## src/design/i2cbe_pkg.sv

```systemverilog
`timescale 1ns / 1ps
// ----------------------------------------------------------------------------
// I2C master bit engine package
// Command codes, counter widths and the request/response word types.
// ----------------------------------------------------------------------------
package i2cbe_pkg;

   localparam int DATA_W        = 8;
   localparam int BITS_PER_BYTE = 8;
   localparam int BIT_COUNT_W   = $clog2(BITS_PER_BYTE + 1);
   localparam int MODE_W        = 3;
   localparam int HALF_W        = 16;

   localparam logic [MODE_W-1:0] MODE_START    = 3'd0;
   localparam logic [MODE_W-1:0] MODE_STOP     = 3'd1;
   localparam logic [MODE_W-1:0] MODE_WRITE    = 3'd2;
   localparam logic [MODE_W-1:0] MODE_READ     = 3'd3;
   localparam logic [MODE_W-1:0] MODE_ACKSEND  = 3'd4;
   localparam logic [MODE_W-1:0] MODE_ACKCHECK = 3'd5;

   localparam logic [HALF_W-1:0] HALF_PERIOD_RESET = 16'd5;

   typedef logic [BIT_COUNT_W-1:0] bit_count_type;

   typedef struct packed {
      logic              cmd_valid;
      logic [MODE_W-1:0] mode;
      logic [DATA_W-1:0] tx_byte;
      logic              ack_bit;
      logic              sda_in;
   } req_type;

   typedef struct packed {
      logic              scl_out;
      logic              sda_release;
      logic              busy_res;
      logic              done_res;
      logic [DATA_W-1:0] rx_byte;
      logic              rx_ack;
   } rsp_type;

endpackage

```

## src/design/i2c_master_bit_engine.sv

```systemverilog
`timescale 1ns / 1ps
// Each response word is registered straight from its accepted request word.
// Throughput: one word per cycle unless a held response word stalls it; each word
// is one line tick, with state update and response register in a single pass.
// Reset: synchronous, active high; lines released high, sequencer idle,
// half period back to 5, received byte and ack cleared.
// ----------------------------------------------------------------------------
// I2C master bit engine
// Sequences SCL/SDA for start, stop, byte write/read and ack send/check,
// one request word per line tick, one response word per tick.
// ----------------------------------------------------------------------------
module i2c_master_bit_engine (
   input  logic                                  clock,
   input  logic                                  reset,
   input  logic                                  req_valid,
   output logic                                  req_stall,
   input  i2cbe_pkg::req_type                    req_data,
   output logic                                  rsp_valid,
   input  logic                                  rsp_stall,
   output i2cbe_pkg::rsp_type                    rsp_data,
   input  logic                                  csr_wr_en,
   input  logic [i2cbe_pkg::HALF_W-1:0]          csr_wr_data
);
   import i2cbe_pkg::*;

   typedef enum logic [1:0] {PH_IDLE, PH_FIRST, PH_SECOND, PH_THIRD} phase_type;

   phase_type         phase_ff, phase_in;
   logic [MODE_W-1:0] mode_ff, mode_in;
   bit_count_type     bit_count_ff, bit_count_in;
   logic [HALF_W-1:0] wait_ff, wait_in;
   logic [DATA_W-1:0] shift_ff, shift_in;
   logic [DATA_W-1:0] rx_data_ff, rx_data_in;
   logic              scl_ff, scl_in;
   logic              sda_ff, sda_in_lvl;
   logic              ack_seen_ff, ack_seen_in;
   logic [HALF_W-1:0] half_period_ff;
   logic              rsp_valid_ff;
   rsp_type           rsp_data_ff, rsp_data_in;

   logic              accept;
   logic              done_in;
   logic [HALF_W-1:0] wait_load;
   bit_count_type     bit_count_inc;

   assign req_stall = rsp_valid_ff & rsp_stall;
   assign accept    = req_valid & ~req_stall;
   assign rsp_valid = rsp_valid_ff;
   assign rsp_data  = rsp_data_ff;

   // a zero half period still waits one tick
   assign wait_load     = (half_period_ff == '0) ? HALF_W'(1) : half_period_ff;
   assign bit_count_inc = bit_count_ff + BIT_COUNT_W'(1);

   always_comb begin
      phase_in     = phase_ff;
      mode_in      = mode_ff;
      bit_count_in = bit_count_ff;
      wait_in      = wait_ff;
      shift_in     = shift_ff;
      rx_data_in   = rx_data_ff;
      scl_in       = scl_ff;
      sda_in_lvl   = sda_ff;
      ack_seen_in  = ack_seen_ff;
      done_in      = 1'b0;

      if (phase_ff != PH_IDLE) begin
         if (wait_ff > HALF_W'(1)) begin
            wait_in = wait_ff - HALF_W'(1);
         end else begin
            wait_in = '0;
            case (mode_ff)
               MODE_START: begin
                  if (phase_ff == PH_FIRST) begin
                     sda_in_lvl = 1'b0;
                     wait_in    = wait_load;
                     phase_in   = PH_SECOND;
                  end else begin
                     scl_in  = 1'b0;
                     done_in = 1'b1;
                  end
               end
               MODE_STOP: begin
                  if (phase_ff == PH_FIRST) begin
                     sda_in_lvl = 1'b1;
                     wait_in    = wait_load;
                     phase_in   = PH_SECOND;
                  end else begin
                     done_in = 1'b1;
                  end
               end
               MODE_ACKSEND, MODE_ACKCHECK: begin
                  if (phase_ff == PH_FIRST) begin
                     scl_in   = 1'b1;
                     wait_in  = wait_load;
                     phase_in = PH_SECOND;
                  end else begin
                     if (mode_ff == MODE_ACKCHECK) begin
                        ack_seen_in = req_data.sda_in;
                     end
                     scl_in  = 1'b0;
                     done_in = 1'b1;
                  end
               end
               MODE_WRITE: begin
                  if (phase_ff == PH_FIRST) begin
                     sda_in_lvl = shift_ff[DATA_W-1];
                     wait_in    = wait_load;
                     phase_in   = PH_SECOND;
                  end else if (phase_ff == PH_SECOND) begin
                     scl_in   = 1'b1;
                     wait_in  = wait_load;
                     phase_in = PH_THIRD;
                  end else begin
                     shift_in     = {shift_ff[DATA_W-2:0], 1'b0};
                     bit_count_in = bit_count_inc;
                     scl_in       = 1'b0;
                     if (bit_count_inc >= BIT_COUNT_W'(BITS_PER_BYTE)) begin
                        done_in = 1'b1;
                     end else begin
                        wait_in  = wait_load;
                        phase_in = PH_FIRST;
                     end
                  end
               end
               default: begin
                  // read byte: sample SDA after SCL has been high one wait
                  if (phase_ff == PH_FIRST) begin
                     scl_in   = 1'b1;
                     wait_in  = wait_load;
                     phase_in = PH_SECOND;
                  end else begin
                     shift_in     = {shift_ff[DATA_W-2:0], req_data.sda_in};
                     bit_count_in = bit_count_inc;
                     scl_in       = 1'b0;
                     if (bit_count_inc >= BIT_COUNT_W'(BITS_PER_BYTE)) begin
                        rx_data_in = {shift_ff[DATA_W-2:0], req_data.sda_in};
                        done_in    = 1'b1;
                     end else begin
                        wait_in  = wait_load;
                        phase_in = PH_FIRST;
                     end
                  end
               end
            endcase
            if (done_in) begin
               phase_in = PH_IDLE;
            end
         end
      end else if (req_data.cmd_valid && req_data.mode <= MODE_ACKCHECK) begin
         mode_in      = req_data.mode;
         bit_count_in = '0;
         wait_in      = wait_load;
         phase_in     = PH_FIRST;
         case (req_data.mode)
            MODE_START: begin
               scl_in     = 1'b1;
               sda_in_lvl = 1'b1;
            end
            MODE_STOP: begin
               scl_in     = 1'b1;
               sda_in_lvl = 1'b0;
            end
            MODE_WRITE: begin
               shift_in = req_data.tx_byte;
               scl_in   = 1'b0;
            end
            MODE_READ: begin
               sda_in_lvl = 1'b1;
               scl_in     = 1'b0;
            end
            MODE_ACKSEND: begin
               scl_in     = 1'b0;
               sda_in_lvl = req_data.ack_bit;
            end
            default: begin
               sda_in_lvl = 1'b1;
               scl_in     = 1'b0;
            end
         endcase
      end

      rsp_data_in.scl_out     = scl_in;
      rsp_data_in.sda_release = sda_in_lvl;
      rsp_data_in.busy_res    = (phase_in != PH_IDLE);
      rsp_data_in.done_res    = done_in;
      rsp_data_in.rx_byte     = rx_data_in;
      rsp_data_in.rx_ack      = ack_seen_in;
   end

   always_ff @(posedge clock) begin
      if (reset) begin
         phase_ff       <= PH_IDLE;
         mode_ff        <= MODE_START;
         bit_count_ff   <= '0;
         wait_ff        <= '0;
         shift_ff       <= '0;
         rx_data_ff     <= '0;
         scl_ff         <= 1'b1;
         sda_ff         <= 1'b1;
         ack_seen_ff    <= 1'b0;
         half_period_ff <= HALF_PERIOD_RESET;
         rsp_valid_ff   <= 1'b0;
         rsp_data_ff    <= '0;
      end else begin
         if (csr_wr_en) begin
            half_period_ff <= csr_wr_data;
         end
         if (accept) begin
            phase_ff     <= phase_in;
            mode_ff      <= mode_in;
            bit_count_ff <= bit_count_in;
            wait_ff      <= wait_in;
            shift_ff     <= shift_in;
            rx_data_ff   <= rx_data_in;
            scl_ff       <= scl_in;
            sda_ff       <= sda_in_lvl;
            ack_seen_ff  <= ack_seen_in;
            rsp_valid_ff <= 1'b1;
            rsp_data_ff  <= rsp_data_in;
         end else if (!rsp_stall) begin
            // drop the word once taken
            rsp_valid_ff <= 1'b0;
         end
      end
   end

`ifndef ASSERT_OFF
   a_stall_only_when_full: assert property (@(posedge clock) disable iff (reset)
      req_stall |-> rsp_valid_ff)
      else $error("request stalled with empty response register");

   a_wait_loaded: assert property (@(posedge clock) disable iff (reset)
      (phase_ff != PH_IDLE) |-> (wait_ff != '0))
      else $error("sequencer busy with no wait loaded");

   a_bit_count_range: assert property (@(posedge clock) disable iff (reset)
      bit_count_ff <= BIT_COUNT_W'(BITS_PER_BYTE))
      else $error("bit counter overran the byte");

   a_done_goes_idle: assert property (@(posedge clock) disable iff (reset)
      (accept && done_in) |=> (phase_ff == PH_IDLE && !rsp_data_ff.busy_res))
      else $error("command completed but sequencer not idle");

   a_line_change_on_expiry: assert property (@(posedge clock) disable iff (reset)
      (accept && phase_ff != PH_IDLE && wait_ff > 16'd1) |=> $stable(scl_ff))
      else $error("SCL moved while a wait was still counting");
`endif

endmodule

```

## config.mk

```make
export PLATFORM = sky130hd
export DESIGN_NAME = i2c_master_bit_engine
export DESIGN_NICKNAME = d
export VERILOG_FILES = /design/src/design/i2cbe_pkg.sv /design/src/design/i2c_master_bit_engine.sv
export SDC_FILE = /design/constraint.sdc
export NUM_CORES = 1
export LEC_CHECK = 0
export BUFFER_PORTS_ARGS = -buffer_cell sky130_fd_sc_hd__buf_2
export CORE_ASPECT_RATIO = 1.25
export CORE_UTILIZATION = 51
export DETAILED_ROUTE_END_ITERATION = 8
export PLACE_DENSITY_LB_ADDON = 0.08
export SLEW_MARGIN = 40
export SYNTH_ARGS = -nofsm -noshare
export SYNTH_HDL_FRONTEND = slang
export SYNTH_SLANG_ARGS = --single-unit
```

## constraint.sdc

```tcl
create_clock -name clock -period 1.8 [get_ports clock]
set_input_delay 0.45 -clock clock [delete_from_list [all_inputs] [get_ports clock]]
set_output_delay 0.45 -clock clock [all_outputs]
set_load 0.03 [all_outputs]
```

Yosys cells after proc, flatten, opt, wreduce, memory -nomap -nowiden
Cells that the tools add are included.
{ "word_totals": {"reg_bits": 65, "output_inout_bits": 15, "inputBits": 35} }
{ "classes": {"muxes": 74, "add_sub_neg": 2, "bitwise_logic": 7, "magnitude_cmp": 3, "n_reduce_logical": 18, "eq_ne": 14} }
{ "ops": {"columns": ["op", "count"], "rows": [
  ["$mux 16", 9],
  ["$mux 8", 12],
  ["$pmux 16 s2", 1],
  ["$mux 1", 30],
  ["$mux 4", 6],
  ["$mux 2", 9],
  ["$reduce_and 6->1", 3],
  ["$gt 16x1->1 const B", 1],
  ["$logic_not 16->1", 1],
  ["$pmux 8 s2", 1],
  ["$sub 16x1->16 const B", 1],
  ["$eq 3x3->1 const B", 3],
  ["$pmux 1 s3", 3],
  ["$pmux 4 s2", 1],
  ["$reduce_bool 2->1", 4],
  ["$reduce_and 7->1", 1],
  ["$eq 3x1->1 const B", 2],
  ["$eq 3x2->1 const B", 2],
  ["$logic_not 3->1", 2],
  ["$ne 2x2->1 const B", 3],
  ["$not 1->1", 5],
  ["$reduce_or 5->1", 1],
  ["$add 4x1->4 const B", 1],
  ["$ge 4x4->1 const B", 1],
  ["13 further kinds", 15]
]} }

Longest topological paths before layout
Gate-level depths: netlist of the first run.
{ "logic_depth": {"word_depth": 12, "depth_mapped": 9, "depth_no_buf": 8} }

Worst setup path after synthesis of the first run
Ideal clock, no wire load.
{ "synth_path": {"path_kind": "reg-to-reg", "start": "reg wait_ff[4]", "end": "reg bit_count_ff[2]", "path_slack_ns": -0.134, "period_less_slack_ns": 1.934, "path_stages_with_launch": 10, "required_time_ns": 1.730, "arrival_time_ns": 1.864, "cell_sequence": "dfxtp_1 > buf_6 > nor4_4 > o211ai_2 > or2_0 > buf_2 > a21oi_4 > buf_4 > nand3b_1 > a21oi_1"} }
{ "synth_between": {"elab_chain_len": 3} }
{ "synth_rtl": {"columns": ["element", "line", "text"], "rows": [
  ["start: declaration", "i2c_master_bit_engine.sv:31", "logic [HALF_W-1:0] wait_ff, wait_in;"],
  ["start signal: assignment", "i2c_master_bit_engine.sv:213", "wait_ff <= wait_in;"],
  ["$gt 16x1->1", "i2c_master_bit_engine.sv:68", "if (wait_ff > HALF_W'(1)) begin"],
  ["$ne 2x2->1 (no line)", null, null],
  ["$reduce_and 6->1 (no line)", null, null],
  ["end signal: assignment", "i2c_master_bit_engine.sv:212", "bit_count_ff <= bit_count_in;"],
  ["end: declaration", "i2c_master_bit_engine.sv:30", "bit_count_type bit_count_ff, bit_count_in;"]
]} }
No other way between the ends.
A chain may end at the register's enable or synchronous reset.

Worst setup path in the final report of the first run
{ "layout_path": {"start": "reg wait_ff[7]", "end": "reg wait_ff[12]"} }
{ "layout_between": {"elab_chain_len": 3, "word_cells_on_any_way": 4, "cone_classes": "1 x add/sub; 1 x order compare; 2 x mux"} }
{ "layout_rtl": {"columns": ["element", "line", "text"], "rows": [
  ["$sub 16x1->16 / $gt 16x1->1 (equally long branches)", "i2c_master_bit_engine.sv:69, i2c_master_bit_engine.sv:68", null],
  ["$mux 16 *", "i2c_master_bit_engine.sv:68", null],
  ["$mux 16 *", "i2c_master_bit_engine.sv:67", "if (phase_ff != PH_IDLE) begin"]
]} }
Every way passes the cells marked *; elsewhere a longest branch is shown, timed or not.

==> results.yml, run 1 <==
pwr:
  power_mw: 4.127
  worst_ir_drop_vdd_mv: 0.5970
  power_leakage_nw: 1.985
  p_per_area_mw_per_mm2: 902.8
synth:
  avgSynthCellArea_um2: 8.031
  ys_types: 56
  post-synth-top-count-cell: "dfxtp_1"
  synth_edf_count: 0
  async_flop_share_pct: 0
  yosys_warnings: 0
  yosys-top-cells-count: "dfxtp_1 (65), nor2_1 (54), a21oi_1 (32), o21ai_0 (32), nand2_1 (27)"
  synth_top_cell_by_area: "dfxtp_1"
  yosys_register_bits: 65
  synth_fp_nets: 451
  yosysTopAreaCellShare_pct: 39.23
  synthCells: 413
  syn-cell-area_mm2: 0.003317
  yosys_most_used_dff: "dfxtp_1"
  ys_seq_area_share_pct: 39.23
  yosys-top-cells-area: "dfxtp_1 (39%), mux2i_1 (7.8%), nor2_1 (6.1%)"
critical_path:
  path_max_fanout: 5
  arrival_ns: 2.14
  cp.required_ns: 2.08
  critPathMostFrequentCell: "buf_4"
  worstSetupEndpointType: "flop"
  start_kind: "flop"
  reg2reg_slack_ns: -0.06
  critPathMaxStageDelay_ns: 0.36
  cp_cell_sequence: "nor4_4 > buf_4 > nand3_2 > buf_4 > nor3_1 > xnor2_1 > o21a_1 > a21oi_1"
  crit_slowest_cell: "nor4_4"
  worstSetupPathType: "reg -> reg"
placement:
  post-place-ws_ns: -0.1309
  gp_congestion: 0.8522
  portBuffers: 49
  dp_hpwl_um: 6397
clock_network:
  insertion_delay_ns: 0.36
  clk_pin_slew_worst_paths_ns: 0.08
  clock_path_buffers: 2
  cts_buffers: 9
  htree_num_levels: 3
  cts_tree: "built"
  cts_root_buf: "clkbuf_8"
  hold_buffers: 0
  clock_sinks: 65
timing:
  maxSlewHeadroom_pct: 69.57
  rsz0062_at_grt: "yes"
  period_needed_ns: 1.862
  min_period_over_period_pct: 103.5
  setup_violations: 21
  worst_slew_pin_slew_ns: 0.4534
  max_clock_freq_mhz: 537.0
  hold_viol: 0
  skew_ns: 0.01077
  setup_ws_ns: -0.06211
  timing.hold.ws_ns: 0.3003
  drv_slew: 0
global_route:
  grt_overflow: 0
  grt_pass1_vias: 3227
  grt_usage_pct: 28.00
  grt_pass1_wl_um: 14530
  antenna_found_initial: 0
  grt_max_degree: 40
finish:
  diodes: 0
  areaGrowthSynthToFinish_pct: 37.83
  fin_util_pct: 73.67
  fillCellCount: 481
  drive_gt1_share_pct: 35.65
  layout.nets: 552
drt:
  wl_per_cell_um: 16.40
  finalWirelength_um: 9907
  viasPerCell: 5.728
  route.detailed.drc: 0
  drt_first_pass_iters: 4
  dr_total_vias: 3460
  first_iter_violations: 155
  antenna_left: 0
floorplan:
  rows: 32
  initial_core_util_pct: 53.45
  die_w_um: 74.13
  die_y_um: 92.17
  coreArea_mm2: 0.006206
  die-area_mm2: 0.006832
  io_pins: 50
status:
  status: "complete, but fails checks"
  violations: "negative setup slack"
hold_path:
  min_path_type: "in -> reg"
flow_run:
  maxCapViolCount: 0
[per-layer routing]
metal | wire length (um) | track usage [%] | share of wire, %
met1 | 3810 | 29.62 | 38
met2 | 5300 | 49.55 | 53
met3 | 439 | 5.714 | 4.4
met4 | 356 | 16.35 | 3.6
met5 | 0 | 0 | 0
[cell type report]
class                   count  area [um^2]  area share [%]
clock buffers               9        123.9           2.709
multi-input cells         302         2047           44.77
flip-flops and latches     65         1309           28.63
well taps                  85        106.4           2.326
repair buffers            118        859.6           18.80
inverters                  18        67.56           1.478
clock inverters             7        58.81           1.286
[metrics by stage]
step,TNS (ns),instances,area [um^2]
floorplan,-0.2203,413,3341
global placement,-0.6023,577,4009
detailed placement,-2.225,577,4009
CTS,-0.1591,594,4259
global route,-2.919,604,4572
finish,-0.4588,604,4572
[cells in the final DEF (no fill, tap or decap), drive strengths merged, types with 3 or more instances in the layout]
cell    instances
nand3           8
nor2b           3
o211ai          5
nor4            8
dfxtp          65
inv            22
a221oi          8
nor3           20
a21oi          33
nand2          28
clkbuf         12
o32ai           3
nand4           3
mux2i          26
ha              3
nand3b          9
nor3b           4
nor2           54
or3            12
buf           115
o21ai          35
a31oi           8
[flip-flops by register name, indices dropped and copies added (netlist names)]
name	cells
rsp_data	13
rsp_valid	1
sda_ff	1
half_period_ff	16
bit_count_ff	4
wait_ff	16
shift_ff	8
phase_ff	2
scl_ff	1
mode_ff	3
[critical path, delay by kind of cell (launching register included)]
family,cells,cell delay (ns)
AND/OR/NAND/NOR,3,0.63
buffers and inverters,2,0.36
flip-flops,1,0.34
AO/OA/AOI/OAI,2,0.31
XOR/XNOR,1,0.13
[path summary, 6_finish.rpt]
path,start,end,cells after the start
worst min register to register,rsp_data[9],rsp_data[9],2
worst max-delay path,wait_ff[7],wait_ff[12],8
worst min-delay path,csr_wr_data[2],half_period_ff[2],2
worst max register to register,wait_ff[7],wait_ff[12],8
[power breakdown]
part	internal [mW]	switching, mW
clock	0.521	0.668
sequential	1.51	0.0669
combinational	0.636	0.722
[cell families after synthesis]
group                    Yosys count  share of synthesized area [%]
AND/OR/NAND/NOR                  160                          24.41
AO/OA/AOI/OAI                    111                          21.05
flip-flops                        65                          39.23
buffers and inverters             46                          5.809
multiplexers                      26                          7.846
adder cells (fa/ha/maj)            3                          1.132
XOR/XNOR                           2                         0.5282
[timing repair]
| action | in CTS | in global routing |
|---|---|---|
| buffers inserted | 1 | 4 |
| resized for setup | 14 | 48 |
| pin swaps | 3 | 35 |
| endpoints found under the setup margin | 39 | 40 |
| cloned | 0 | 6 |
Note: power is estimated with default switching activity, not from simulation.
==> run 2, diff against run 1 <==
--- a/config.mk
+++ b/config.mk
@@ -6,8 +6,10 @@
 export NUM_CORES = 1
 export LEC_CHECK = 0
 export BUFFER_PORTS_ARGS = -buffer_cell sky130_fd_sc_hd__buf_2
+export CELL_PAD_IN_SITES_DETAIL_PLACEMENT = 1
+export CELL_PAD_IN_SITES_GLOBAL_PLACEMENT = 1
 export CORE_ASPECT_RATIO = 1.25
-export CORE_UTILIZATION = 51
+export CORE_UTILIZATION = 38
 export DETAILED_ROUTE_END_ITERATION = 8
 export PLACE_DENSITY_LB_ADDON = 0.08
 export SLEW_MARGIN = 40
==> results.yml, run 2 (synthesis results as in run 1) <==
drt:
  first_iter_violations: 85
  viasPerCell: 5.546
  dr_total_vias: 3411
  route.detailed.drc: 0
  maxUsedRoutingLayer: "met4"
  wl_met1_um: 4375
  finalWirelength_um: 10670
  dr_wl_met2_um: 5747
  wl_met3_um: 223
  wl_per_cell_um: 17.34
  antenna_left: 0
  drt_first_pass_iters: 4
critical_path:
  worstSetupEndpointType: "flop"
  arrival_ns: 2.03
  path_max_fanout: 7
  start_kind: "flop"
  worstSetupPathType: "reg -> reg"
  cp.required_ns: 2.04
global_route:
  grt_pass1_wl_um: 17280
  grt_max_degree: 26
  grt_overflow: 0
  antenna_found_initial: 0
  grt_usage_pct: 24.78
  grt_pass1_vias: 3612
clock_network:
  clock_path_buffers: 2
  clock_sinks: 65
  hold_buffers: 0
  htree_num_levels: 3
  clk_pin_slew_worst_paths_ns: 0.07
  cts_root_buf: "clkbuf_8"
  cts_tree: "built"
  insertion_delay_ns: 0.37
  cts_buffers: 9
finish:
  final_cell_mix: "buf_4 (63), dfxtp_1 (60), nor2_1 (52)"
  drive_gt1_share_pct: 35.14
  diodes: 0
  final_common_cell: "buf_4"
  layout.nets: 551
  fillCellCount: 1045
  areaGrowthSynthToFinish_pct: 35.38
timing:
  timing.hold.ws_ns: 0.3019
  worst_slew_pin_slew_ns: 0.4636
  drv_slew: 0
  min_period_over_period_pct: 99.75
  setup_ws_ns: 0.004511
  hold_viol: 0
  maxSlewHeadroom_pct: 69.10
  rsz0062_at_grt: "yes"
  period_needed_ns: 1.795
  skew_ns: 0.01070
  max_clock_freq_mhz: 557.0
  setup_violations: 0
floorplan:
  coreArea_mm2: 0.008333
  rows: 37
  die_w_um: 85.57
  die_y_um: 106.5
  io_pins: 50
  initial_core_util_pct: 39.80
  die-area_mm2: 0.009109
placement:
  dp_hpwl_um: 7839
  portBuffers: 49
  post-place-ws_ns: -0.1699
  gp_congestion: 0.8335
pwr:
  power_leakage_nw: 1.924
  worst_ir_drop_vdd_mv: 0.4944
  p_per_area_mw_per_mm2: 881.3
status:
  status: "completed"
flow_run:
  maxCapViolCount: 0
hold_path:
  min_path_type: "in -> reg"
[run 2: cell types whose count changed in the layout (fill, tap and decap cells not counted), sizes merged]
cell / change
buf: +2
inv: -4
clkinv: +1
[run 2: area by class of cell]
cell class	instances	area, um^2	area share (%)
clock buffer	12	145.1	3.232
clock inverter	4	28.78	0.6408
inverter	18	67.56	1.505
multi-input combinational	302	2046	45.56
sequential	65	1308	29.12
tap	97	121.4	2.703
timing repair buffer	117	774.5	17.25
[run 2: per-stage QoR]
stage               instances  setup TNS [ns]  instance area (um^2)  total power [mW]  utilization (%)
floorplan                 413         -0.2203                  3341             2.197                -
global placement          597          -1.455                  4071             2.637            48.86
detailed placement        597          -3.000                  4071             2.666            48.86
CTS                       614         -0.2403                  4385             3.914            52.63
global route              615          -2.066                  4491             4.161            53.89
finish                    615               0                  4491             3.957            53.89
[run 2: timing repair]
| action | 4_1_cts | 5_1_grt |
|---|---|---|
| setup endpoints to repair | 43 | 44 |
| hold endpoints to repair | 0 | 0 |
| setup buffers | 1 | 1 |
| resized for setup | 28 | 30 |
| pin swaps | 5 | 19 |
[run 2: path summary, 6_finish.rpt]
| path | cells past startpoint | start | end | slack (ns) |
|---|---|---|---|---|
| worst min register to register | 2 | rsp_data[9] | rsp_data[9] | 0.46 |
| worst max register to register | 8 | wait_ff[5] | wait_ff[15] | 0.005 |
| worst min-delay path | 2 | csr_wr_data[0] | half_period_ff[0] | 0.30 |
| worst max-delay path | 8 | wait_ff[5] | wait_ff[15] | 0.005 |
[run 2: critical path, stage by stage, from the launching register on]
cell	delay, ns
dfxtp_2	0.34
nor4_4	0.31
o211ai_2	0.16
buf_4	0.17
o21ai_4	0.21
buf_4	0.20
a21oi_1	0.04
o21ai_0	0.14
a31oi_1	0.09
[run 2: where the power goes]
part           switching, mW  leakage, nW  internal (mW)
Clock                  0.604       0.0826          0.538
Combinational          0.676         1.31          0.557
Sequential            0.0686        0.532           1.51
Total                   1.35         1.92           2.61
[run 2: layer usage]
layer	track usage (%)	vias to the layer above
met5	0	-
met4	12.38	0
met3	4.425	21
met2	47.14	43
met1	25.55	1661
li1	-	1686
